### config.mk
export PLATFORM = sky130hd
export DESIGN_NAME = rpa_fifo
export DESIGN_NICKNAME = d
export VERILOG_FILES = /design/src/rpa_fifo.sv
export SDC_FILE = /design/constraint.sdc
export NUM_CORES = 1
export LEC_CHECK = 0
export ABC_AREA = 0
export BUFFER_PORTS_ARGS = -buffer_cell sky130_fd_sc_hd__clkbuf_2
export CAP_MARGIN = 40
export CORE_AREA = 8 8 45 47
export CTS_CLUSTER_DIAMETER = 80
export DETAILED_ROUTE_END_ITERATION = 16
export DIE_AREA = 0 0 53 55
export SETUP_SLACK_MARGIN = 0.02
export SYNTH_ARGS = -nofsm -noshare
export SYNTH_HDL_FRONTEND = slang
export SYNTH_SLANG_ARGS = --single-unit
### constraint.sdc
create_clock -name clk -period 1.8 [get_ports clk]
set_input_delay 0.36 -clock clk [delete_from_list [all_inputs] [get_ports clk]]
set_output_delay 0.36 -clock clk [all_outputs]
set_load 0.02 [all_outputs]
### src/rpa_fifo.sv
module rpa_fifo #(
  parameter int WIDTH = 1,
  parameter int DEPTH = 2
) (
  input  logic             clk,
  input  logic             rst_n,
  input  logic             push,
  input  logic [WIDTH-1:0] wdata,
  output logic             full,
  input  logic             pop,
  output logic [WIDTH-1:0] rdata,
  output logic             empty
);

  localparam int AW = $clog2(DEPTH);
  localparam int CW = $clog2(DEPTH + 1);

  logic [WIDTH-1:0] mem [DEPTH];
  logic [AW-1:0]    wr_ptr_r, wr_ptr_nxt;
  logic [AW-1:0]    rd_ptr_r, rd_ptr_nxt;
  logic [CW-1:0]    cnt_r, cnt_nxt;
  logic             push_ok, pop_ok;

  assign full    = (cnt_r == CW'(DEPTH));
  assign empty   = (cnt_r == '0);
  assign push_ok = push && !full;
  assign pop_ok  = pop && !empty;
  assign rdata   = mem[rd_ptr_r];

  // Advance pointers and occupancy
  always_comb begin
    wr_ptr_nxt = wr_ptr_r;
    rd_ptr_nxt = rd_ptr_r;
    cnt_nxt    = cnt_r;
    if (push_ok) begin
      wr_ptr_nxt = (wr_ptr_r == AW'(DEPTH - 1)) ? '0 : wr_ptr_r + AW'(1);
    end
    if (pop_ok) begin
      rd_ptr_nxt = (rd_ptr_r == AW'(DEPTH - 1)) ? '0 : rd_ptr_r + AW'(1);
    end
    if (push_ok && !pop_ok) begin
      cnt_nxt = cnt_r + CW'(1);
    end else if (pop_ok && !push_ok) begin
      cnt_nxt = cnt_r - CW'(1);
    end
  end

  always_ff @(posedge clk) begin
    if (!rst_n) begin
      wr_ptr_r <= '0;
      rd_ptr_r <= '0;
      cnt_r    <= '0;
    end else begin
      wr_ptr_r <= wr_ptr_nxt;
      rd_ptr_r <= rd_ptr_nxt;
      cnt_r    <= cnt_nxt;
    end
  end

  // Store the beat
  always_ff @(posedge clk) begin
    if (push_ok) begin
      mem[wr_ptr_r] <= wdata;
    end
  end

endmodule

==> results.md <==
* Drc violations at 0
* Hold Path Class: primary input to flop
* # setup viols final at 0
* Core area at 1380 um2
* Net switching power at 0.228 mW
* Reg2Reg Setup Slack at 0.20 ns
* Setup ws final at 0.203 ns
* Crit path required time at 1.99 ns
* Leading cell types in the layout, fill and taps excluded: 7 x clkbuf_2, 5 x dfxtp_1, 3 x and2_1, 3 x clkbuf_4
* Worst Hold Launch: wdata
* Crit-path slowest cell: dfxtp_1
* Post_cts resized at 0
* Switching Fraction at 0.355
* CP max FO at 5
* Combinational Power Share at 0.395
* IO buf count at 7
* H-Tree Depth at 1
* Critical-path cell list: nand2b_1 -> inv_2 -> nor2_1 -> ha_1 -> or3_1 -> a21boi_1
* Power Density at 1660 nW/um2
* Syn avg cell area at 10.9 um2
* Critical path type: flop to flop
* Final min period at 1.60 ns
* Clk root buf: clkbuf_4
* Status: finished clean
* Slew @ Worst Pin at 0.228 ns
* Post-CTS Hold Buffers at 0
* Chip width at 53 um
* Internal power at 0.415 mW
* Syn_nets at 34
* Mapped Cells at 28
* Setup TNS at 0 ns
* Largest net degree at the start of global routing at 6
* Inserted Diodes at 0
* Synthesized area at 305 um2
* Via-per-instance ratio at 4.05
* Util after Layout at 0.279
* Post-CTS setup buffers at 0
* YS warnings at 0
* First-pass GRT wire length at 876 um
* CP max stage delay at 0.40 ns
* Most common cell after layout, fill and taps aside: clkbuf_2
* Clk_skew at 0.00547 ns
* Highest clock rate at 626 MHz
* # clock sinks at 7
* Critical Path Start Type: flop
* Post-Place Worst Slack at 0.195 ns
* First-iteration detailed-routing DRC count at 0
* Layout cell share with drive strength beyond 1 at 0.333
* Area grow syn2layout at 26.6%
* Worst-skew pair later-pin latency at 0.26 ns
* Layout Nets at 46
* Rel. slew slack at 0.847
* Vias in the first global route at 225
* Detailed-router iteration count before antenna repair at 1
* DP Wirelength at 439 um
* Crit. End Element: flop
* DR vias at 223
* FILL cells at 156
* Final Cycle Share at 0.887
* VDD IR max at 0.000579 V
* DRT antenna net count at 0
* Tot Pwr at 0.643 mW
* Clock power frac at 0.220
* Sequential element share of the synthesized area at 0.525
* Die Y at 55 um
* Total track usage at 0.0476
* Clk buf depth at 2
* Worst endpoint data arrival time at 1.79 ns
* RSZ-0062 raised after global routing: false
* DIE AREA at 2920 um2
* Global route overflow at 0
* Reg-to-reg startpoint: cnt_r[0]
* Reg power frac at 0.385
* Ports at 8
* Slew Viols, Final at 0
* Hold_ws at 0.300 ns
* Max Cap Viol at 0
* Drt total wl at 542 um
* Initial core utilization at 0.221
* Initial antenna violation count at 0
* Reg clk slew, reported paths at 0.05 ns
* Final Hold Fails at 0
* Synth unique cells at 19
* Num rows at 14
* Leak pwr at 0.169 nW
* CTS tree: done
* FF+latch count, synth at 7
* GPL Wtd Cong at 0.715
* TritonCTS buffer count at 3
* Critical path startpoint: cnt_r[0]
* Post-DR wirelength/cell at 9.85 um
==> metrics by stage <==
stage,area (um2),cells
floorplan,305,28
global placement,360,51
detailed placement,360,51
CTS,387,55
global route,387,55
finish,387,55
==> final timing paths <==
check,endpoint,cells after the start
worst max-delay path,cnt_r[1],6
worst max register to register,cnt_r[1],6
worst min register to register,cnt_r[1],2
worst min-delay path,mem[1],1
==> layout make-up <==
type / count / area, um2 / area share
multi-input cells: 19 / 138 / 0.356
clock buffers: 4 / 26.3 / 0.0680
inverters: 2 / 7.51 / 0.0194
flip-flops and latches: 7 / 160 / 0.414
well taps: 16 / 20.0 / 0.0518
repair buffers: 7 / 35.0 / 0.0906
==> routing by layer <==
layer,part of all wire,wire length (um),vias to the layer above,track usage
met2,0.49,267,7,0.0684
met3,0.16,87,2,0.0642
met4,0.018,10,0,0.0259
li1,-,-,115,-
met5,0,0,-,0
met1,0.33,177,99,0.0336
==> cells in the mapped netlist <==
cell type	count	area, um2
nor2_1	2	7.51
or3_1	1	6.26
o21a_1	1	7.51
a21boi_0	1	7.51
xor2_1	1	8.76
inv_2	1	3.75
inv_1	1	3.75
mux2_2	1	11.3
and2_1	3	18.8
and3_1	1	6.26
dfxtp_1	5	100
a21boi_1	1	7.51
o21ai_0	1	5.00
edfxtp_1	2	60.1
o21ai_1	1	5.00
nand2b_1	1	6.26
xnor2_1	2	17.5
ha_1	1	12.5
nor3_2	1	10.0
==> cells by family after synthesis <==
kind of cell             after synthesis  synth area share
adder cells (fa/ha/maj)                1            0.0410
XOR/XNOR                               3            0.0861
buffers and inverters                  2            0.0246
AND/OR/NAND/NOR                        9             0.180
flip-flops                             7             0.525
multiplexers                           1            0.0369
AO/OA/AOI/OAI                          5             0.107
==> power groups by stage <==
stage,registers (mW),logic (mW),clock network (mW)
6_report,0.247,0.254,0.142
5_1_grt,0.253,0.284,0.163
4_1_cts,0.247,0.260,0.148
3_5_place_dp,0.250,0.257,0
3_3_place_gp,0.249,0.251,0
2_1_floorplan,0.242,0.198,0
==> worst max-delay path: cells and delay by family, from the launching register on <==
family | cells | cell delay, ns
AND/OR/NAND/NOR | 3 | 0.66
flip-flops | 1 | 0.40
AO/OA/AOI/OAI | 1 | 0.13
buffers and inverters | 1 | 0.06
adder cells (fa/ha/maj) | 1 | 0.28
No activity file was read; power rests on OpenSTA's default activity.
