==> src/rpa_pkg.sv <==
package rpa_pkg;

  // Field widths fixed by the interface
  localparam int ADDR_W     = 36;
  localparam int REF_W      = 8;
  localparam int STATUS_W   = 2;
  localparam int CFG_DATA_W = 64;
  localparam int CFG_ADDR_W = 4;

  // Default configuration of the allocator
  localparam int NUM_PAGES_DEF  = 32768;
  localparam int PAGE_SHIFT_DEF = 12;
  localparam int COUNT_BITS_DEF = 8;

  // Queue depths between the parts
  localparam int MID_DEPTH = 2;
  localparam int OUT_DEPTH = 2;

  // Result status codes
  localparam logic [STATUS_W-1:0] ST_OK       = 2'd0;
  localparam logic [STATUS_W-1:0] ST_NOFREE   = 2'd1;
  localparam logic [STATUS_W-1:0] ST_BADADDR  = 2'd2;
  localparam logic [STATUS_W-1:0] ST_STILLREF = 2'd3;

  // Register indexes (selected by paddr bit 3)
  localparam logic REG_FLOOR = 1'b0;
  localparam logic REG_TOP   = 1'b1;

  // Register reset values
  localparam logic [ADDR_W-1:0] FLOOR_RESET = 36'h0_8000_0000;
  localparam logic [ADDR_W-1:0] TOP_RESET   = 36'h0_8800_0000;

  typedef struct packed {
    logic              mode;
    logic [ADDR_W-1:0] page_addr;
  } in_t;

  typedef struct packed {
    logic [STATUS_W-1:0]     status;
    logic [ADDR_W-1:0]       result_addr;
    logic signed [REF_W-1:0] ref_count;
  } out_t;

endpackage

==> src/rpa_cfg.sv <==
module rpa_cfg (
  input  logic                                  clk,
  input  logic                                  rst_n,
  input  logic                                  cfg_psel,
  input  logic                                  cfg_penable,
  input  logic                                  cfg_pwrite,
  input  logic [rpa_pkg::CFG_ADDR_W-1:0]        cfg_paddr,
  input  logic [rpa_pkg::CFG_DATA_W-1:0]        cfg_pwdata,
  output logic [rpa_pkg::CFG_DATA_W-1:0]        cfg_prdata,
  output logic                                  cfg_pready,
  output logic [rpa_pkg::ADDR_W-1:0]            mem_floor,
  output logic [rpa_pkg::ADDR_W-1:0]            mem_top
);

  logic [rpa_pkg::ADDR_W-1:0] floor_r, floor_nxt;
  logic [rpa_pkg::ADDR_W-1:0] top_r, top_nxt;
  logic                       wr_en;
  logic                       reg_sel;

  assign cfg_pready = 1'b1;
  assign wr_en      = cfg_psel && cfg_penable && cfg_pwrite && cfg_pready;
  assign reg_sel    = cfg_paddr[rpa_pkg::CFG_ADDR_W-1];
  assign mem_floor  = floor_r;
  assign mem_top    = top_r;

  // Decode the write
  always_comb begin
    floor_nxt = floor_r;
    top_nxt   = top_r;
    if (wr_en) begin
      case (reg_sel)
        rpa_pkg::REG_FLOOR: floor_nxt = cfg_pwdata[rpa_pkg::ADDR_W-1:0];
        rpa_pkg::REG_TOP:   top_nxt   = cfg_pwdata[rpa_pkg::ADDR_W-1:0];
        default: ;
      endcase
    end
  end

  // Read back the selected register
  always_comb begin
    case (reg_sel)
      rpa_pkg::REG_FLOOR: cfg_prdata = rpa_pkg::CFG_DATA_W'(floor_r);
      rpa_pkg::REG_TOP:   cfg_prdata = rpa_pkg::CFG_DATA_W'(top_r);
      default:            cfg_prdata = '0;
    endcase
  end

  always_ff @(posedge clk) begin
    if (!rst_n) begin
      floor_r <= rpa_pkg::FLOOR_RESET;
      top_r   <= rpa_pkg::TOP_RESET;
    end else begin
      floor_r <= floor_nxt;
      top_r   <= top_nxt;
    end
  end

endmodule

==> config.mk <==
export PLATFORM = sky130hd
export DESIGN_NAME = rpa_cfg
export DESIGN_NICKNAME = d
export VERILOG_FILES = /design/src/rpa_pkg.sv /design/src/rpa_cfg.sv
export SDC_FILE = /design/constraint.sdc
export NUM_CORES = 1
export LEC_CHECK = 0
export ABC_AREA = 1
export BUFFER_PORTS_ARGS = -buffer_cell sky130_fd_sc_hd__buf_2
export CAP_MARGIN = 25
export CORE_MARGIN = 5
export CORE_UTILIZATION = 48
export DETAILED_ROUTE_END_ITERATION = 6
export HOLD_SLACK_MARGIN = 0.08
export PLACE_DENSITY = 0.86
export SYNTH_ARGS = -nofsm -noshare
export SYNTH_HDL_FRONTEND = slang
export SYNTH_SLANG_ARGS = --single-unit
==> constraint.sdc <==
create_clock -name clk -period 1.5 [get_ports clk]
set_clock_uncertainty 0.15 [all_clocks]
set_input_delay 0.225 -clock clk [delete_from_list [all_inputs] [get_ports clk]]
set_output_delay 0.225 -clock clk [all_outputs]
set_load 0.005 [all_outputs]
==> flow_summary.ini <==
[setup_path]
crit_path_end = cfg_prdata[9]
worst-path-stages = 5
worst-setup-path-type = input pin to output port
ff2ff_path_depth = 2
cp.buffers_inverters = 3
r2r_end = mem_floor[9]
path_max_fanout = 56
cp.arrival_ps = 1010
r2r_setup_slack_ps = 710
crit_chain = buf_2, buf_12, nand2_1, nand2_1, buf_2
start_kind = input pin
critical_path.top_delay_family = buffers and inverters
r2r_start = mem_floor[9]
startpoint = cfg_paddr[3]
critical-path-max-stage-delay_ps = 290
critPathRequiredTime_ps = 1120
cp_slowest_cell = buf_12
end_kind = output port

[timing]
setup_tns_ps = 0
tightest_slew_ps = 569
hold_ws_ps = 103
fin_crit_ps = 1390
slew_headroom_pct = 62.1
setup_viol = 0
period_share_pct = 92.6
finalHoldViolations = 0
rsz0062_at_grt = false
max_freq_mhz = 720
slew_violations = 0

[synth]
yosysMostFrequentCell = nand2_1
synth_seq_cells = 72
synth_edf_count = 0
syn_inst = 575
netlist_top_cells_area = dfxtp_1 (39%), nand2_1 (18%), nor2_1 (14%)
syn_area_per_cell_um2 = 6.44
synth_cell_types = 17
synthesis.area_um2 = 3700
synth-seq-area-share_pct = 38.9
async_flop_share_pct = 0
synth_largest_area_cell = dfxtp_1
netlist.area_leader.share_pct = 38.9
yosys_warnings = 0
synth_ff_type = dfxtp_1
yosys-top-cells-count = nand2_1 (182), nor2_1 (138), dfxtp_1 (72), nand3_1 (72), inv_1 (35)

[placed_design]
hpwl_um = 6740
port_buffers = 149
place_congestion = 0.761
dp.cells = 797

[grt]
antenna_found_initial = 0
grt_pass1_wl_um = 16600
grtUsageTotal_pct = 20.6
grt_overflow = 0
grt_pass1_vias = 3619
grt_max_degree = 73

[cts]
cts_hold_buf = 34
cts_tree = yes
cts_buffer_depth = 2
cts.htree.levels = 3
cts.clk_slew.worst_paths_ps = 70
insertion_delay_ps = 330
postCtsSetupRepairBufs = 0
cts_buffers = 9
clock_sinks = 72
cts.repair.resized = 0
cts_root_buffer = clkbuf_8

[floorplanning]
initial_core_util_pct = 48.7
die_area_um2 = 9580
design.core.area_um2 = 7610
die_y_um = 97.9
ios = 210
die_x_um = 97.9
fp-row-count = 32

[route]
viasPerCell = 4.69
drcViolationCount = 0
postRouteAntennaNets = 0
drtIter0Drc = 180
num_vias = 3973
routed_wl_um = 10300
wl_per_cell_um = 12.1
dr.pass1.iters = 5

[cells_and_area]
area_growth_pct = 32.4
seqCellArea_um2 = 1440
multi_input_area_um2 = 1760
final_cells = 847
antenna_cells = 0
fillers = 688
layout-drive-gt1-share_pct = 24.3
post-route-util_pct = 64.5
nets = 813

[power_and_ir_drop]
leakage_nw = 2.75
p_per_area_nw_per_um2 = 846
peakVddDrop_uv = 486

[outcome]
status = finished clean

[worst_hold_path]
holdCritPathClass = input pin to flop

[job]
maxCapViolCount = 0
[registers in the layout, summed over array words and instances, names as in the netlist]
name / flops
mem_floor: 36
mem_top: 36
[worst min path at each step]
stage                   startpoint            end  slack [ps]  depth (start not counted)
floorplan           cfg_pwdata[27]    mem_top[27]         200                          2
global placement    cfg_pwdata[31]    mem_top[31]         310                          3
detailed placement  cfg_pwdata[31]  mem_floor[31]         330                          3
CTS                 cfg_pwdata[32]  mem_floor[32]          80                          5
global route        cfg_pwdata[32]    mem_top[32]         100                          5
finish              cfg_pwdata[33]  mem_floor[33]         100                          5
[worst reg2reg max path, cell delays in order (launching register included)]
cell	delay [ps]
dfxtp_1	360
nor2_1	70
nor2_1	140
[cells by family after synthesis]
kind of cell / synth area share [%]
AO/OA/AOI/OAI: 0.135
AND/OR/NAND/NOR: 44.3
flip-flops: 38.9
other: 0.203
buffers and inverters: 16.4
[placed cells by master (no fill, tap or decap)]
cell type,synthesis,final
clkinvlp_4,0,2
nand2_2,2,2
nand3_1,72,72
nand3_4,1,1
nor2_8,2,2
buf_4,30,1
bufinv_16,0,1
nor2_1,138,138
inv_2,2,2
o21ai_0,1,1
clkbuf_8,0,9
conb_1,2,29
nand2_1,182,182
clkinv_2,0,3
buf_12,0,8
nor2_4,1,1
dfxtp_1,72,72
clkbuf_1,4,1
inv_1,35,35
dlygate4sd3_1,0,34
buf_2,12,149
[layer usage]
metal | vias to the layer above | global-route usage (%) | wire (um)
met2 | 165 | 38.0 | 5400
met3 | 11 | 5.36 | 757
met1 | 1790 | 22.7 | 4000
met5 | - | 0 | 0
met4 | 0 | 7.03 | 104
li1 | 2007 | - | -
[per-stage QoR]
stage               total power (W)  setup WS [ps]  area [um^2]
finish                      0.00415            111         4910
global placement            0.00264            103         4380
global route                0.00436           44.5         4910
floorplan                   0.00248            349         3810
CTS                         0.00419            130         4910
detailed placement          0.00266           14.8         4380
[area by class of cell]
type	count	share of cell area, %
Clock buffer	10	2.60
Clock inverter	6	1.22
Inverter	37	2.83
Multi-Input combinational cell	428	35.8
Sequential cell	72	29.4
Tap cell	102	2.60
Timing Repair Buffer	192	25.6
[where the power goes]
group	internal [W]	total, W	switching, W
logic	0.000297	0.000660	0.000362
clock network	0.000760	0.00146	0.000702
registers	0.00198	0.00203	0.0000517
(Power assumes the default switching activity.)
