[config.mk]
export PLATFORM = sky130hd
export DESIGN_NAME = rpa_front
export DESIGN_NICKNAME = d
export VERILOG_FILES = /design/src/rpa_pkg.sv /design/src/rpa_front.sv
export SDC_FILE = /design/constraint.sdc
export NUM_CORES = 1
export LEC_CHECK = 0
export ABC_AREA = 1
export BUFFER_PORTS_ARGS = -buffer_cell sky130_fd_sc_hd__buf_2
export CAP_MARGIN = 20
export CORE_MARGIN = 2
export CORE_UTILIZATION = 35
export CTS_BUF_LIST = sky130_fd_sc_hd__clkbuf_16
export DETAILED_ROUTE_END_ITERATION = 8
export PLACE_DENSITY = 0.7
export SYNTH_ARGS = -nofsm -noshare
export SYNTH_HDL_FRONTEND = slang
export SYNTH_SLANG_ARGS = --single-unit
[constraint.sdc]
create_clock -name clk -period 5.1 [get_ports clk]
set_clock_uncertainty 0.2 [all_clocks]
set_input_delay 0.255 -clock clk [delete_from_list [all_inputs] [get_ports clk]]
set_output_delay 0.255 -clock clk [all_outputs]
set_load 0.03 [all_outputs]
[src/rpa_pkg.sv]
package rpa_pkg;

  // Field widths fixed by the interface
  localparam int ADDR_W     = 36;
  localparam int REF_W      = 8;
  localparam int STATUS_W   = 2;
  localparam int CFG_DATA_W = 64;
  localparam int CFG_ADDR_W = 4;

  // Default configuration of the allocator
  localparam int NUM_PAGES_DEF  = 32768;
  localparam int PAGE_SHIFT_DEF = 12;
  localparam int COUNT_BITS_DEF = 8;

  // Queue depths between the parts
  localparam int MID_DEPTH = 2;
  localparam int OUT_DEPTH = 2;

  // Result status codes
  localparam logic [STATUS_W-1:0] ST_OK       = 2'd0;
  localparam logic [STATUS_W-1:0] ST_NOFREE   = 2'd1;
  localparam logic [STATUS_W-1:0] ST_BADADDR  = 2'd2;
  localparam logic [STATUS_W-1:0] ST_STILLREF = 2'd3;

  // Register indexes (selected by paddr bit 3)
  localparam logic REG_FLOOR = 1'b0;
  localparam logic REG_TOP   = 1'b1;

  // Register reset values
  localparam logic [ADDR_W-1:0] FLOOR_RESET = 36'h0_8000_0000;
  localparam logic [ADDR_W-1:0] TOP_RESET   = 36'h0_8800_0000;

  typedef struct packed {
    logic              mode;
    logic [ADDR_W-1:0] page_addr;
  } in_t;

  typedef struct packed {
    logic [STATUS_W-1:0]     status;
    logic [ADDR_W-1:0]       result_addr;
    logic signed [REF_W-1:0] ref_count;
  } out_t;

endpackage

[src/rpa_front.sv]
module rpa_front #(
  parameter int NUM_PAGES  = rpa_pkg::NUM_PAGES_DEF,
  parameter int PAGE_SHIFT = rpa_pkg::PAGE_SHIFT_DEF
) (
  input  logic                                          clk,
  input  logic                                          rst_n,
  input  logic                                          in_push,
  input  rpa_pkg::in_t                                  in_data,
  output logic                                          in_full,
  input  logic [rpa_pkg::ADDR_W-1:0]                    mem_floor,
  input  logic [rpa_pkg::ADDR_W-1:0]                    mem_top,
  input  logic                                          clr_busy,
  input  logic                                          mid_full,
  output logic                                          mid_push,
  output logic                                          mid_mode,
  output logic                                          mid_bad,
  output logic [rpa_pkg::ADDR_W-PAGE_SHIFT-1:0]         mid_pnum,
  output logic [$clog2(NUM_PAGES)-1:0]                  mid_slot
);

  localparam int  PN_W    = rpa_pkg::ADDR_W - PAGE_SHIFT;
  localparam int  SLOT_W  = $clog2(NUM_PAGES);
  localparam int  EXT_W   = (PN_W > SLOT_W) ? PN_W : SLOT_W;
  localparam int  STEP_W  = 2;
  localparam bit  IS_POW2 = ((NUM_PAGES & (NUM_PAGES - 1)) == 0);

  // Reciprocal of NUM_PAGES scaled by 2^(PN_W + SLOT_W); its quotient is low by at most one
  localparam int  RCP_SH  = PN_W + SLOT_W;
  localparam int  RCP_W   = PN_W + 1;
  localparam int  PROD_W  = PN_W + RCP_W;
  localparam longint unsigned RCP_FULL = (64'd1 << RCP_SH) / NUM_PAGES;
  localparam logic [RCP_W-1:0] RCP = RCP_W'(RCP_FULL);

  logic               hold_r, hold_nxt;
  logic [STEP_W-1:0]  steps_r, steps_nxt;
  logic               mode_r, mode_nxt;
  logic               bad_r, bad_nxt;
  logic [PN_W-1:0]    pnum_r, pnum_nxt;
  logic [PN_W-1:0]    quo_r, quo_nxt;
  logic [SLOT_W-1:0]  rem_r, rem_nxt;

  logic               accept;
  logic [PN_W-1:0]    in_pnum;
  logic [EXT_W-1:0]   in_pnum_ext;
  logic               in_bad;
  logic [PROD_W-1:0]  prod;
  logic [EXT_W:0]     quo_mul;
  logic [EXT_W:0]     rem_est;
  logic [EXT_W:0]     rem_fix;

  assign mid_push = hold_r && (steps_r == '0) && !mid_full;
  assign in_full  = clr_busy || (hold_r && !mid_push);
  assign accept   = in_push && !in_full;

  assign mid_mode = mode_r;
  assign mid_bad  = bad_r;
  assign mid_pnum = pnum_r;
  assign mid_slot = rem_r;

  // Classify the incoming request: alignment and window check on a free
  assign in_pnum     = in_data.page_addr[rpa_pkg::ADDR_W-1:PAGE_SHIFT];
  assign in_pnum_ext = EXT_W'(in_pnum);
  assign in_bad      = in_data.mode &&
                       ((in_data.page_addr[PAGE_SHIFT-1:0] != '0) ||
                        (in_data.page_addr < mem_floor) ||
                        (in_data.page_addr >= mem_top));

  // Slot of a page number: estimate the quotient, then one correcting subtract
  assign prod    = PROD_W'(pnum_r) * PROD_W'(RCP);
  assign quo_mul = (EXT_W + 1)'(quo_r) * (EXT_W + 1)'(NUM_PAGES);
  assign rem_est = (EXT_W + 1)'(pnum_r) - quo_mul;
  assign rem_fix = (rem_est >= (EXT_W + 1)'(NUM_PAGES)) ?
                   rem_est - (EXT_W + 1)'(NUM_PAGES) : rem_est;

  always_comb begin
    hold_nxt  = hold_r;
    steps_nxt = steps_r;
    mode_nxt  = mode_r;
    bad_nxt   = bad_r;
    pnum_nxt  = pnum_r;
    quo_nxt   = quo_r;
    rem_nxt   = rem_r;
    if (accept) begin
      hold_nxt = 1'b1;
      mode_nxt = in_data.mode;
      bad_nxt  = in_bad;
      pnum_nxt = in_pnum;
      if (IS_POW2) begin
        rem_nxt   = in_pnum_ext[SLOT_W-1:0];
        steps_nxt = '0;
      end else begin
        rem_nxt   = '0;
        steps_nxt = (in_data.mode && !in_bad) ? STEP_W'(2) : '0;
      end
    end else if (mid_push) begin
      hold_nxt = 1'b0;
    end else if (hold_r && (steps_r == STEP_W'(2))) begin
      quo_nxt   = PN_W'(prod >> RCP_SH);
      steps_nxt = STEP_W'(1);
    end else if (hold_r && (steps_r == STEP_W'(1))) begin
      rem_nxt   = rem_fix[SLOT_W-1:0];
      steps_nxt = '0;
    end
  end

  always_ff @(posedge clk) begin
    if (!rst_n) begin
      hold_r  <= 1'b0;
      steps_r <= '0;
    end else begin
      hold_r  <= hold_nxt;
      steps_r <= steps_nxt;
    end
  end

  always_ff @(posedge clk) begin
    mode_r <= mode_nxt;
    bad_r  <= bad_nxt;
    pnum_r <= pnum_nxt;
    quo_r  <= quo_nxt;
    rem_r  <= rem_nxt;
  end

endmodule

==> run_summary.xml, run 1 <==
<?xml version="1.0" encoding="UTF-8"?>
<metrics>
  <group name="status">
    <metric name="result_of_the_run" unit="">finished, final reports clean</metric>
  </group>
  <group name="floorplanning">
    <metric name="floorplan.die.width" unit="µm">104</metric>
    <metric name="floorplan.die_area" unit="µm²">10800</metric>
    <metric name="core" unit="µm²">9770</metric>
    <metric name="dieHeight" unit="µm">104</metric>
    <metric name="rows" unit="">36</metric>
    <metric name="initial_core_util" unit="">0.359</metric>
    <metric name="num_io_pins" unit="">157</metric>
  </group>
  <group name="worst_setup_path">
    <metric name="regToRegSetupSlack" unit="ns">3.07</metric>
    <metric name="r2r_cells" unit="">5</metric>
    <metric name="critical_path.endpoint" unit="">mid_bad</metric>
    <metric name="rr_endpoint" unit="">mid_slot[0]</metric>
    <metric name="timing.critical_path.arrival" unit="ns">2.10</metric>
    <metric name="cp_data_required_time" unit="ns">4.93</metric>
    <metric name="critical-path-top-cell-by-count" unit="">sky130_fd_sc_hd__nor2_1</metric>
    <metric name="cp-startpoint" unit="">in_data[34]</metric>
    <metric name="path_class" unit="">in2reg</metric>
    <metric name="slowest_cell_on_crit_path" unit="">sky130_fd_sc_hd__dlygate4sd3_1</metric>
    <metric name="worst-path-max-fanout" unit="">3</metric>
    <metric name="worstSetupStartpointType" unit="">input pin</metric>
    <metric name="max_stage_delay" unit="ns">0.54</metric>
    <metric name="timing.rr.start" unit="">hold_r</metric>
    <metric name="crit_chain" unit="">dlygate4sd3_1, buf_2, ha_1, nand4_1, nor3_1, nand2_1, nor2_1, a21oi_2, nor2_1, nor2_1</metric>
    <metric name="setup.worst_path.end_class" unit="">flip-flop</metric>
  </group>
  <group name="power_and_ir_drop">
    <metric name="p_seq_frac" unit="">0.395</metric>
    <metric name="power.share.combinational" unit="">0.257</metric>
    <metric name="clock_power_share" unit="">0.348</metric>
    <metric name="switching_power" unit="mW">0.288</metric>
    <metric name="leakage" unit="nW">2.67</metric>
    <metric name="switching_share" unit="">0.282</metric>
    <metric name="internal_power" unit="mW">0.735</metric>
    <metric name="power_density" unit="nW/µm²">218</metric>
    <metric name="ir_worst_vdd" unit="µV">149</metric>
  </group>
  <group name="synthesis">
    <metric name="synth_top_area_frac" unit="">0.351</metric>
    <metric name="synth-edff-count" unit="">41</metric>
    <metric name="avgSynthCellArea" unit="µm²">7.94</metric>
    <metric name="synth.ff_latch_count" unit="">42</metric>
    <metric name="portion_of_the_post_synthesis_area_used_by_sequential_elements" unit="">0.357</metric>
    <metric name="cell_variety_after_synth" unit="">27</metric>
    <metric name="synth_fp_nets" unit="">627</metric>
    <metric name="ys_dominant_reg_cell" unit="">sky130_fd_sc_hd__edfxtp_1</metric>
    <metric name="asyncSetResetFlopFracSynth" unit="">0</metric>
    <metric name="synthesis.instances" unit="">442</metric>
    <metric name="cell_area_after_synthesis" unit="µm²">3510</metric>
    <metric name="synth_warnings" unit="">0</metric>
    <metric name="yosys-top-cells-area" unit="">sky130_fd_sc_hd__edfxtp_1 (35%), sky130_fd_sc_hd__ha_1 (25%), sky130_fd_sc_hd__nand2_1 (14%)</metric>
    <metric name="synth.largest_area_cell" unit="">sky130_fd_sc_hd__edfxtp_1</metric>
  </group>
  <group name="layout">
    <metric name="layout.cells.most_common" unit="">sky130_fd_sc_hd__buf_2</metric>
    <metric name="flow.area_growth_from_synthesis" unit="%">33.8</metric>
    <metric name="drive_gt1_frac" unit="">0.292</metric>
    <metric name="most_used_cells_in_the_layout_excluding_fill_and_tap_cells" unit="">sky130_fd_sc_hd__buf_2 (156), sky130_fd_sc_hd__nand2_1 (133), sky130_fd_sc_hd__inv_1 (94), sky130_fd_sc_hd__ha_1 (71), sky130_fd_sc_hd__edfxtp_1 (41)</metric>
    <metric name="fillerInstances" unit="">962</metric>
    <metric name="antennaDiodeCount" unit="">0</metric>
    <metric name="layout.nets" unit="">796</metric>
  </group>
  <group name="placed_design">
    <metric name="dp_worst_setup_slack" unit="ns">2.99</metric>
    <metric name="gp_congestion" unit="">0.798</metric>
    <metric name="portBuffers" unit="">156</metric>
    <metric name="place.detailed.hpwl" unit="µm">7410</metric>
  </group>
  <group name="clocking">
    <metric name="cts_sinks" unit="">42</metric>
    <metric name="clock_path_buffers" unit="">2</metric>
    <metric name="post-cts-setup-buffers" unit="">0</metric>
    <metric name="worst_skew_pair.late_latency" unit="ns">0.27</metric>
    <metric name="cts-buffers-inserted" unit="">5</metric>
    <metric name="tritoncts" unit="">built</metric>
    <metric name="cts-root-buf" unit="">sky130_fd_sc_hd__clkbuf_16</metric>
    <metric name="cts_max_level" unit="">2</metric>
    <metric name="cts.clk_slew.worst_paths" unit="ns">0.06</metric>
  </group>
  <group name="global_routing">
    <metric name="groute.layer.met2.usage" unit="">0.297</metric>
    <metric name="grt.busiest_layer" unit="">met2</metric>
    <metric name="grt_max_degree" unit="">42</metric>
    <metric name="vias_in_the_first_global_route" unit="">3279</metric>
    <metric name="globalRouteMet1Util" unit="">0.197</metric>
    <metric name="antenna_found_initial" unit="">0</metric>
    <metric name="global_route.usage.met3" unit="">0.0307</metric>
    <metric name="grt_first_pass_wirelength" unit="µm">14600</metric>
    <metric name="total_gr_overflow" unit="">0</metric>
    <metric name="global_route.usage.total" unit="">0.163</metric>
  </group>
  <group name="routing">
    <metric name="drt_first_pass_iters" unit="">4</metric>
    <metric name="post_drt_wl_per_cell" unit="µm">11.8</metric>
    <metric name="drt_wl_total" unit="µm">8760</metric>
    <metric name="total_drc_errors_in_the_routed_layout" unit="">0</metric>
    <metric name="antenna_viol_nets_final" unit="">0</metric>
    <metric name="detailed_router_s_first_iteration_violation_count" unit="">86</metric>
    <metric name="route.vias.total" unit="">3259</metric>
    <metric name="routed_via_density" unit="">4.37</metric>
  </group>
  <group name="timing">
    <metric name="finalMaxSlewViolations" unit="">0</metric>
    <metric name="hold_violations" unit="">0</metric>
    <metric name="maxSlewHeadroom" unit="">0.479</metric>
    <metric name="setup_violations" unit="">0</metric>
    <metric name="period_share" unit="">0.444</metric>
    <metric name="worstMarginPinSlew" unit="ns">0.780</metric>
    <metric name="rsz_0062_raised_after_global_routing" unit="">no</metric>
    <metric name="fin_tns_setup" unit="ns">0</metric>
    <metric name="final_critical_path_setup_slack" unit="ns">2.83</metric>
    <metric name="maxClockFrequency" unit="GHz">0.441</metric>
    <metric name="timing.final.crit_period" unit="ns">2.27</metric>
  </group>
  <group name="worst_hold_path">
    <metric name="class_of_the_most_critical_hold_timing_path" unit="">in2reg</metric>
  </group>
  <group name="job">
    <metric name="cap_violations" unit="">0</metric>
  </group>
</metrics>
==> how the worst min path moves through the flow <==
stage	startpoint	endpoint	slack [ns]	cells after the start
floorplan	rst_n	hold_r	0.15	2
global placement	rst_n	hold_r	0.25	3
detailed placement	rst_n	hold_r	0.25	3
CTS	in_data[28]	mid_pnum[16]	0.0002	1
global route	in_data[28]	mid_pnum[16]	0.001	1
finish	in_data[35]	mid_pnum[23]	0.005	1
==> layout make-up <==
class | count | area (µm²) | area share
multi-input combinational | 297 | 1870 | 0.398
inverter | 101 | 379 | 0.0808
clock buffer | 5 | 125 | 0.0267
clock inverter | 3 | 41.3 | 0.00880
tap | 133 | 166 | 0.0355
sequential | 42 | 1250 | 0.267
timing repair buffer | 164 | 861 | 0.183
==> state kept, by name (all words and copies together), names as in the netlist <==
signal	cells
mid_pnum	24
mid_slot	15
hold_r	1
mid_bad	1
mid_mode	1
==> cells in the mapped netlist, drive strengths merged, types with 2 or more instances <==
cell type and number:
a21o 3, a21oi 27, clkinv 3, edfxtp 41
ha 71, inv 98, nand2 135, nand3 10
nand4 3, nor2 37, nor3 2, o21ai 4
==> metal layers <==
| layer | vias to the layer above | routed length, µm |
|---|---|---|
| li1 | 1736 | - |
| met1 | 1413 | 3920 |
| met2 | 104 | 4250 |
| met3 | 6 | 496 |
| met4 | 0 | 90 |
| met5 | - | 0 |
==> cell families (layout without fill, tap and decap cells) <==
family / count (synthesis) / count (layout) / synth area share
AOI/OAI and AO/OA: 38 / 38 / 0.0613
buffers and inverters: 103 / 273 / 0.111
DFF: 42 / 42 / 0.357
and+or+nand+nor: 188 / 188 / 0.218
adders and majority gates: 71 / 71 / 0.253
==> per-stage QoR <==
stage	area [µm²]	hold WS [ns]	total power, mW	util	std cells
floorplan	3510	0.153	0.567	-	442
global placement	4450	0.246	0.661	0.455	729
detailed placement	4450	0.252	0.671	0.455	729
CTS	4690	0.000168	1.03	0.480	745
global route	4690	0.00134	1.09	0.480	745
finish	4690	0.00467	1.02	0.480	745
==> what timing repair did <==
action	CTS	global route
hold buffers	8	0
endpoints found under the hold margin	8	0
resized for setup	0	0
==> power groups by stage <==
| stage | registers, mW | clock network [mW] | logic [mW] |
|---|---|---|---|
| 2_1_floorplan | 0.441 | 0 | 0.126 |
| 3_3_place_gp | 0.411 | 0 | 0.250 |
| 3_5_place_dp | 0.411 | 0 | 0.260 |
| 4_1_cts | 0.404 | 0.360 | 0.266 |
| 5_1_grt | 0.406 | 0.377 | 0.303 |
| 6_report | 0.404 | 0.356 | 0.263 |
==> worst max-delay path, delay by kind of cell <==
family	cells	cell delay, ns
simple gates	6	0.80
compound gates	1	0.07
fa+ha+maj	1	0.29
buf+inv	2	0.68
Power figures use the tool's default switching activity.
==> run 2: changes to the inputs <==
clock period = 2.25 ns   (was 5.1 ns; I/O delays follow)
==> run 2 against run 1 <==
  * The run now ends with negative hold slack left
  * Cell area is 3.9% higher
  * Core utilization up 1.9 points
  * Highest routed layer unchanged
  * Global-route usage increased by 0.51 points
  * Sequential power grew 130%
  * First-iteration DRC count increased by 3.5%
  * Worst hold slack got worse by 0.0060 ns
  * Via count up 5.0%
==> run_summary.xml, run 2 (synthesis results as in run 1) <==
<?xml version="1.0" encoding="UTF-8"?>
<metrics>
  <group name="power_and_ir_drop">
    <metric name="ir_worst_vdd" unit="µV">391</metric>
    <metric name="leakage" unit="nW">2.75</metric>
    <metric name="finalPower" unit="mW">2.22</metric>
    <metric name="power_density" unit="nW/µm²">455</metric>
  </group>
  <group name="worst_setup_path">
    <metric name="timing.critical_path.arrival" unit="ns">1.91</metric>
    <metric name="timing.rr.start" unit="">hold_r</metric>
    <metric name="path_class" unit="">in2reg</metric>
    <metric name="worst-path-max-fanout" unit="">3</metric>
    <metric name="cp-startpoint" unit="">in_data[35]</metric>
    <metric name="worstSetupStartpointType" unit="">input pin</metric>
    <metric name="cp_data_required_time" unit="ns">2.08</metric>
    <metric name="setup.worst_path.end_class" unit="">flip-flop</metric>
  </group>
  <group name="floorplanning">
    <metric name="floorplan.die.width" unit="µm">104</metric>
    <metric name="floorplan.die_area" unit="µm²">10800</metric>
    <metric name="dieHeight" unit="µm">104</metric>
    <metric name="initial_core_util" unit="">0.359</metric>
    <metric name="core" unit="µm²">9770</metric>
    <metric name="rows" unit="">36</metric>
    <metric name="num_io_pins" unit="">157</metric>
  </group>
  <group name="placed_design">
    <metric name="post-place-cells" unit="">731</metric>
    <metric name="dp_worst_setup_slack" unit="ns">0.317</metric>
    <metric name="place.detailed.hpwl" unit="µm">7680</metric>
    <metric name="portBuffers" unit="">156</metric>
    <metric name="gp_congestion" unit="">0.845</metric>
  </group>
  <group name="clocking">
    <metric name="worst_skew_pair.late_latency" unit="ns">0.27</metric>
    <metric name="post-cts-setup-buffers" unit="">0</metric>
    <metric name="cts.clk_slew.worst_paths" unit="ns">0.06</metric>
    <metric name="cts-root-buf" unit="">sky130_fd_sc_hd__clkbuf_16</metric>
    <metric name="clock_path_buffers" unit="">2</metric>
    <metric name="cts-buffers-inserted" unit="">5</metric>
    <metric name="cts_max_level" unit="">2</metric>
    <metric name="tritoncts" unit="">built</metric>
    <metric name="cts_sinks" unit="">42</metric>
  </group>
  <group name="layout">
    <metric name="layout.cells.most_common" unit="">sky130_fd_sc_hd__buf_2</metric>
    <metric name="largest_reg_flops" unit="">24</metric>
    <metric name="antennaDiodeCount" unit="">0</metric>
    <metric name="post_layout_nonfiller_instances" unit="">764</metric>
    <metric name="most_used_cells_in_the_layout_excluding_fill_and_tap_cells" unit="">sky130_fd_sc_hd__buf_2 (156), sky130_fd_sc_hd__nand2_1 (133), sky130_fd_sc_hd__inv_1 (93), sky130_fd_sc_hd__ha_1 (71), sky130_fd_sc_hd__edfxtp_1 (41)</metric>
    <metric name="fillerInstances" unit="">950</metric>
    <metric name="flow.area_growth_from_synthesis" unit="%">38.9</metric>
    <metric name="layout.nets" unit="">816</metric>
    <metric name="drive_gt1_frac" unit="">0.288</metric>
  </group>
  <group name="timing">
    <metric name="fin_tns_setup" unit="ns">0</metric>
    <metric name="hold_violations" unit="">1</metric>
    <metric name="finalMaxSlewViolations" unit="">0</metric>
    <metric name="period_share" unit="">0.923</metric>
    <metric name="fin_worst_hold_slack" unit="ns">-0.00135</metric>
    <metric name="worstMarginPinSlew" unit="ns">0.558</metric>
    <metric name="rsz_0062_raised_after_global_routing" unit="">no</metric>
    <metric name="setup_violations" unit="">0</metric>
    <metric name="maxClockFrequency" unit="GHz">0.482</metric>
    <metric name="timing.final.crit_period" unit="ns">2.08</metric>
    <metric name="maxSlewHeadroom" unit="">0.628</metric>
    <metric name="final_critical_path_setup_slack" unit="ns">0.174</metric>
  </group>
  <group name="global_routing">
    <metric name="grt_max_degree" unit="">24</metric>
    <metric name="antenna_found_initial" unit="">0</metric>
    <metric name="grt_first_pass_wirelength" unit="µm">15000</metric>
    <metric name="vias_in_the_first_global_route" unit="">3404</metric>
    <metric name="global_route.usage.total" unit="">0.168</metric>
    <metric name="total_gr_overflow" unit="">0</metric>
  </group>
  <group name="job">
    <metric name="cap_violations" unit="">0</metric>
  </group>
  <group name="routing">
    <metric name="post_drt_wl_per_cell" unit="µm">12.0</metric>
    <metric name="drt_first_pass_iters" unit="">4</metric>
    <metric name="routed_via_density" unit="">4.48</metric>
    <metric name="antenna_viol_nets_final" unit="">0</metric>
    <metric name="detailed_router_s_first_iteration_violation_count" unit="">89</metric>
    <metric name="drt_wl_total" unit="µm">9170</metric>
    <metric name="route.vias.total" unit="">3421</metric>
    <metric name="total_drc_errors_in_the_routed_layout" unit="">0</metric>
  </group>
  <group name="worst_hold_path">
    <metric name="class_of_the_most_critical_hold_timing_path" unit="">in2reg</metric>
    <metric name="worst_hold_startpoint" unit="">mid_full</metric>
  </group>
  <group name="status">
    <metric name="failed_checks" unit="">negative hold slack</metric>
    <metric name="result_of_the_run" unit="">finished with violations</metric>
  </group>
</metrics>
-- run 2: changes by cell type in the layout (fill, tap and decap cells not counted), sizes merged --
| cell | previous run | this run |
|---|---|---|
| inv | 99 | 98 |
| clkinvlp | 1 | 0 |
| bufinv | 1 | 0 |
| clkinv | 3 | 5 |
| buf | 156 | 158 |
| dlygate4sd3 | 8 | 26 |
-- run 2: area by class of cell --
| cell class | instances | area, µm² | area share |
|---|---|---|---|
| Multi-Input combinational cell | 297 | 1870 | 0.384 |
| Inverter | 101 | 379 | 0.0778 |
| Timing Repair Buffer | 184 | 1070 | 0.219 |
| Clock buffer | 5 | 125 | 0.0257 |
| Clock inverter | 2 | 10.0 | 0.00205 |
| Sequential cell | 42 | 1250 | 0.257 |
| Tap cell | 133 | 166 | 0.0341 |
-- run 2: routing by layer --
metal | vias to the layer above | share of wire | GRT usage
met4 | 0 | 0.011 | 0.0531
met1 | 1517 | 0.43 | 0.196
li1 | 1780 | - | -
met2 | 114 | 0.51 | 0.312
met3 | 10 | 0.052 | 0.0276
met5 | - | 0 | 0
-- run 2: through the flow --
stage | hold slack, ns | instance area [µm²] | util
2_1_floorplan | 0.0101 | 3510 | -
3_5_place_dp | 0.109 | 4470 | 0.458
3_3_place_gp | 0.102 | 4470 | 0.458
5_1_grt | 0.0552 | 4870 | 0.499
6_report | -0.00135 | 4870 | 0.499
4_1_cts | 0.000243 | 4870 | 0.498
-- run 2: report_power, final --
part | internal [mW] | switching (mW) | total [mW] | leakage [nW]
Sequential | 0.904 | 0.0113 | 0.915 | 0.393
Combinational | 0.268 | 0.366 | 0.634 | 2.29
Clock | 0.400 | 0.269 | 0.670 | 0.0694
-- run 2: critical path, cell delays in order --
cell and delay [ns]:
sky130_fd_sc_hd__dlygate4sd3_1 0.52, sky130_fd_sc_hd__buf_2 0.14, sky130_fd_sc_hd__ha_1 0.31, sky130_fd_sc_hd__nand4_1 0.17, sky130_fd_sc_hd__nor3_2 0.20, sky130_fd_sc_hd__nand2_1 0.07, sky130_fd_sc_hd__nor2_1 0.17, sky130_fd_sc_hd__a21oi_2 0.08
sky130_fd_sc_hd__nor2_1 0.08, sky130_fd_sc_hd__nor2_1 0.04
-- run 2: timing repair --
action / in CTS / in global routing
hold buffers: 26 / 0
setup endpoints to repair: 0 / 1
resized for setup: 0 / 1
hold endpoints to repair: 42 / 0
-- run 2: worst paths after layout --
| kind | end | slack, ns | cells past startpoint |
|---|---|---|---|
| hold reg to reg | mid_slot[0] | 0.35 | 2 |
| hold / removal | hold_r | -0.001 | 5 |
| setup / recovery | mid_bad | 0.17 | 10 |
| setup reg to reg | mid_pnum[9] | 0.51 | 4 |
==> run 3: changes to the inputs <==
ABC_AREA = not set   (was 1)
GPL_TIMING_DRIVEN = 0   (was not set)
PLACE_DENSITY = 0.74   (was 0.7)
clock period = 1.84 ns   (was 2.25 ns; I/O delays follow)
==> run 3 against run 2 <==
  * Largest cell class unchanged
  * Critical path type unchanged
  * Sequential cell count stayed put
  * Final cell count is 16% lower
  * Die area fell by 5.6%
  * Non-clock buffer count increased by 16
  * Core utilization increased by 5.1 points
  * Worst hold slack improved by 0.0054 ns
  * Clock-buffer cell count unchanged
  * Cell area increased by 3.8%
  * Synthesized cell count is 27% lower
  * Via count decreased by 8.3%
  * Largest power group unchanged
  * The run ends with negative setup slack left
  * Sequential power rose by 22%
  * Clock power up 32%
==> run_summary.xml, run 3 <==
<?xml version="1.0" encoding="UTF-8"?>
<metrics>
  <group name="synthesis">
    <metric name="synth_fp_nets" unit="">507</metric>
    <metric name="cell_variety_after_synth" unit="">33</metric>
    <metric name="post-synth-top-count-cell" unit="">sky130_fd_sc_hd__inv_1</metric>
    <metric name="yosys-top-cells-area" unit="">sky130_fd_sc_hd__edfxtp_1 (37%), sky130_fd_sc_hd__ha_1 (27%), sky130_fd_sc_hd__inv_1 (8.4%)</metric>
    <metric name="cell_area_after_synthesis" unit="µm²">3310</metric>
    <metric name="synth-edff-count" unit="">41</metric>
    <metric name="portion_of_the_post_synthesis_area_used_by_sequential_elements" unit="">0.379</metric>
    <metric name="avgSynthCellArea" unit="µm²">10.3</metric>
    <metric name="asyncSetResetFlopFracSynth" unit="">0</metric>
    <metric name="synth.largest_area_cell" unit="">sky130_fd_sc_hd__edfxtp_1</metric>
    <metric name="netlist_top_cells_count" unit="">sky130_fd_sc_hd__inv_1 (74), sky130_fd_sc_hd__ha_1 (71), sky130_fd_sc_hd__edfxtp_1 (41), sky130_fd_sc_hd__a21oi_1 (28)</metric>
    <metric name="synth.ff_latch_count" unit="">42</metric>
    <metric name="ys_dominant_reg_cell" unit="">sky130_fd_sc_hd__edfxtp_1</metric>
    <metric name="synth_top_area_frac" unit="">0.372</metric>
    <metric name="synth_warnings" unit="">0</metric>
    <metric name="synthesis.instances" unit="">322</metric>
  </group>
  <group name="worst_setup_path">
    <metric name="timing.critical_path.arrival" unit="ns">1.68</metric>
    <metric name="regToRegSetupSlack" unit="ns">0.06</metric>
    <metric name="setup.worst_path.end_class" unit="">flip-flop</metric>
    <metric name="slowest_cell_on_crit_path" unit="">sky130_fd_sc_hd__o41a_1</metric>
    <metric name="max_stage_delay" unit="ns">0.30</metric>
    <metric name="crit_chain" unit="">buf_2, inv_1, ha_4, nand4_4, nor4_4, buf_4, o31ai_2, and4_4, o41a_1</metric>
    <metric name="worst-path-max-fanout" unit="">3</metric>
    <metric name="worstSetupStartpointType" unit="">input pin</metric>
    <metric name="cp_data_required_time" unit="ns">1.67</metric>
    <metric name="path_class" unit="">in2reg</metric>
  </group>
  <group name="clocking">
    <metric name="cts_max_level" unit="">2</metric>
    <metric name="clock_path_buffers" unit="">2</metric>
    <metric name="tritoncts" unit="">built</metric>
    <metric name="cts.clk_slew.worst_paths" unit="ns">0.06</metric>
    <metric name="cts-root-buf" unit="">sky130_fd_sc_hd__clkbuf_16</metric>
    <metric name="cts_sinks" unit="">42</metric>
    <metric name="worst_skew_pair.late_latency" unit="ns">0.29</metric>
    <metric name="cts-buffers-inserted" unit="">5</metric>
  </group>
  <group name="routing">
    <metric name="total_drc_errors_in_the_routed_layout" unit="">0</metric>
    <metric name="antenna_viol_nets_final" unit="">0</metric>
    <metric name="route.vias.total" unit="">3138</metric>
    <metric name="detailed_router_s_first_iteration_violation_count" unit="">114</metric>
    <metric name="post_drt_wl_per_cell" unit="µm">14.7</metric>
    <metric name="drt_wl_total" unit="µm">9400</metric>
    <metric name="routed_via_density" unit="">4.91</metric>
    <metric name="drt_first_pass_iters" unit="">4</metric>
  </group>
  <group name="power_and_ir_drop">
    <metric name="internal_power" unit="mW">2.01</metric>
    <metric name="switching_share" unit="">0.292</metric>
    <metric name="leakage" unit="nW">2.56</metric>
    <metric name="power.share.combinational" unit="">0.296</metric>
    <metric name="ir_worst_vdd" unit="µV">441</metric>
    <metric name="p_seq_frac" unit="">0.393</metric>
    <metric name="clock_power_share" unit="">0.311</metric>
    <metric name="switching_power" unit="mW">0.829</metric>
    <metric name="power_density" unit="nW/µm²">561</metric>
  </group>
  <group name="floorplanning">
    <metric name="dieHeight" unit="µm">101</metric>
    <metric name="floorplan.die_area" unit="µm²">10200</metric>
    <metric name="core" unit="µm²">9200</metric>
    <metric name="num_io_pins" unit="">157</metric>
    <metric name="initial_core_util" unit="">0.359</metric>
    <metric name="rows" unit="">35</metric>
    <metric name="floorplan.die.width" unit="µm">101</metric>
  </group>
  <group name="layout">
    <metric name="largest_reg_flops" unit="">24</metric>
    <metric name="layout.nets" unit="">712</metric>
    <metric name="flow.area_growth_from_synthesis" unit="%">53.0</metric>
    <metric name="most_used_cells_in_the_layout_excluding_fill_and_tap_cells" unit="">sky130_fd_sc_hd__buf_2 (157), sky130_fd_sc_hd__inv_1 (74), sky130_fd_sc_hd__ha_1 (59), sky130_fd_sc_hd__edfxtp_1 (41), sky130_fd_sc_hd__a21oi_1 (28)</metric>
    <metric name="antennaDiodeCount" unit="">0</metric>
    <metric name="layout.cells.most_common" unit="">sky130_fd_sc_hd__buf_2</metric>
    <metric name="drive_gt1_frac" unit="">0.434</metric>
  </group>
  <group name="global_routing">
    <metric name="global_route.usage.total" unit="">0.178</metric>
    <metric name="grt_max_degree" unit="">18</metric>
    <metric name="grt.busiest_layer" unit="">met2</metric>
    <metric name="globalRouteMet1Util" unit="">0.204</metric>
    <metric name="grt_first_pass_wirelength" unit="µm">14500</metric>
    <metric name="antenna_found_initial" unit="">0</metric>
    <metric name="global_route.usage.met3" unit="">0.0255</metric>
    <metric name="vias_in_the_first_global_route" unit="">3209</metric>
    <metric name="groute.layer.met2.usage" unit="">0.342</metric>
    <metric name="total_gr_overflow" unit="">0</metric>
  </group>
  <group name="worst_hold_path">
    <metric name="class_of_the_most_critical_hold_timing_path" unit="">in2reg</metric>
  </group>
  <group name="status">
    <metric name="result_of_the_run" unit="">finished with violations</metric>
    <metric name="failed_checks" unit="">negative setup slack</metric>
  </group>
  <group name="timing">
    <metric name="final_critical_path_setup_slack" unit="ns">-0.0104</metric>
    <metric name="timing.final.crit_period" unit="ns">1.85</metric>
    <metric name="fin_tns_setup" unit="ns">-0.0104</metric>
    <metric name="fin_worst_hold_slack" unit="ns">0.00408</metric>
    <metric name="maxSlewHeadroom" unit="">0.730</metric>
    <metric name="finalMaxSlewViolations" unit="">0</metric>
    <metric name="rsz_0062_raised_after_global_routing" unit="">yes</metric>
    <metric name="setup_violations" unit="">1</metric>
    <metric name="hold_violations" unit="">0</metric>
    <metric name="maxClockFrequency" unit="GHz">0.540</metric>
    <metric name="period_share" unit="">1.01</metric>
    <metric name="worstMarginPinSlew" unit="ns">0.401</metric>
  </group>
  <group name="placed_design">
    <metric name="portBuffers" unit="">156</metric>
    <metric name="gp_congestion" unit="">0.795</metric>
    <metric name="place.detailed.hpwl" unit="µm">7210</metric>
  </group>
  <group name="job">
    <metric name="cap_violations" unit="">0</metric>
  </group>
</metrics>
## run 3: changes by cell type after synthesis, moves of 4 or more
cell / previous run / this run
sky130_fd_sc_hd__o21ai_0: 1 / 11
sky130_fd_sc_hd__nand3_1: 7 / 11
sky130_fd_sc_hd__nor2_1: 34 / 7
sky130_fd_sc_hd__inv_1: 93 / 74
sky130_fd_sc_hd__inv_2: 5 / 0
sky130_fd_sc_hd__and2_1: 0 / 4
sky130_fd_sc_hd__mux2_2: 0 / 15
sky130_fd_sc_hd__nand2_1: 133 / 15
sky130_fd_sc_hd__and4_1: 0 / 4
## run 3: layout make-up
type	instances	area, µm²
well taps	111	139
repair buffers	198	1200
clock buffers	5	125
plain buffers	2	31.3
clock inverters	3	23.8
multi-input cells	204	2010
fillers	801	4140
flip-flops and latches	42	1250
inverters	74	278
## run 3: power groups by stage
stage | clock, mW | sequential [mW] | combinational [mW]
4_1_cts | 0.888 | 1.12 | 0.807
3_5_place_dp | 0 | 1.14 | 0.705
2_1_floorplan | 0 | 1.22 | 0.339
3_3_place_gp | 0 | 1.13 | 0.677
6_report | 0.884 | 1.12 | 0.841
5_1_grt | 0.922 | 1.12 | 0.934
## run 3: layer usage
metal  share of wire  vias up
met5               0        -
met4           0.017        0
met3           0.049       13
met2            0.51      107
met1            0.42     1459
li1                -     1559
## run 3: logic make-up (layout without fill, tap and decap cells)
logic type                 after synthesis  after routing  share of synthesized area
and+or+nand+nor                         60             60                      0.110
DFF                                     42             42                      0.379
AOI/OAI and AO/OA                       58             58                      0.105
buffers and inverters                   76            282                     0.0871
muxes                                   15             15                     0.0511
adders and majority gates               71             71                      0.269
## run 3: worst paths after layout
kind / from / endpoint / cells after the start
max: mem_floor[33] / mid_bad / 9
min: in_data[19] / mid_slot[7] / 2
max reg2reg: hold_r / mid_slot[12] / 6
min reg2reg: mid_pnum[5] / mid_slot[5] / 1
## run 3: what timing repair did
item                                    CTS  global route
endpoints found under the setup margin   12            24
gates cloned                              1             2
setup buffers                             4             8
hold endpoints to repair                 38             0
pin swaps                                 7             2
hold buffers                             27             0
gates resized for setup                  20             5
## run 3: worst max-delay path: cells and delay by family
| family | cells | cell delay [ns] |
|---|---|---|
| fa+ha+maj | 1 | 0.28 |
| compound gates | 2 | 0.38 |
| buf+inv | 3 | 0.33 |
| simple gates | 3 | 0.60 |
## run 3: through the flow
step	area (µm²)	instances	worst slack, ns	utilization	total power, mW
after floorplan	3400	322	0.0114	-	1.56
after global placement	4320	589	-0.500	0.470	1.81
after detailed placement	4320	589	-0.512	0.470	1.84
after CTS	4950	629	0.00911	0.538	2.81
after global routing	5060	639	-0.0674	0.550	2.98
final	5060	639	-0.0104	0.550	2.84
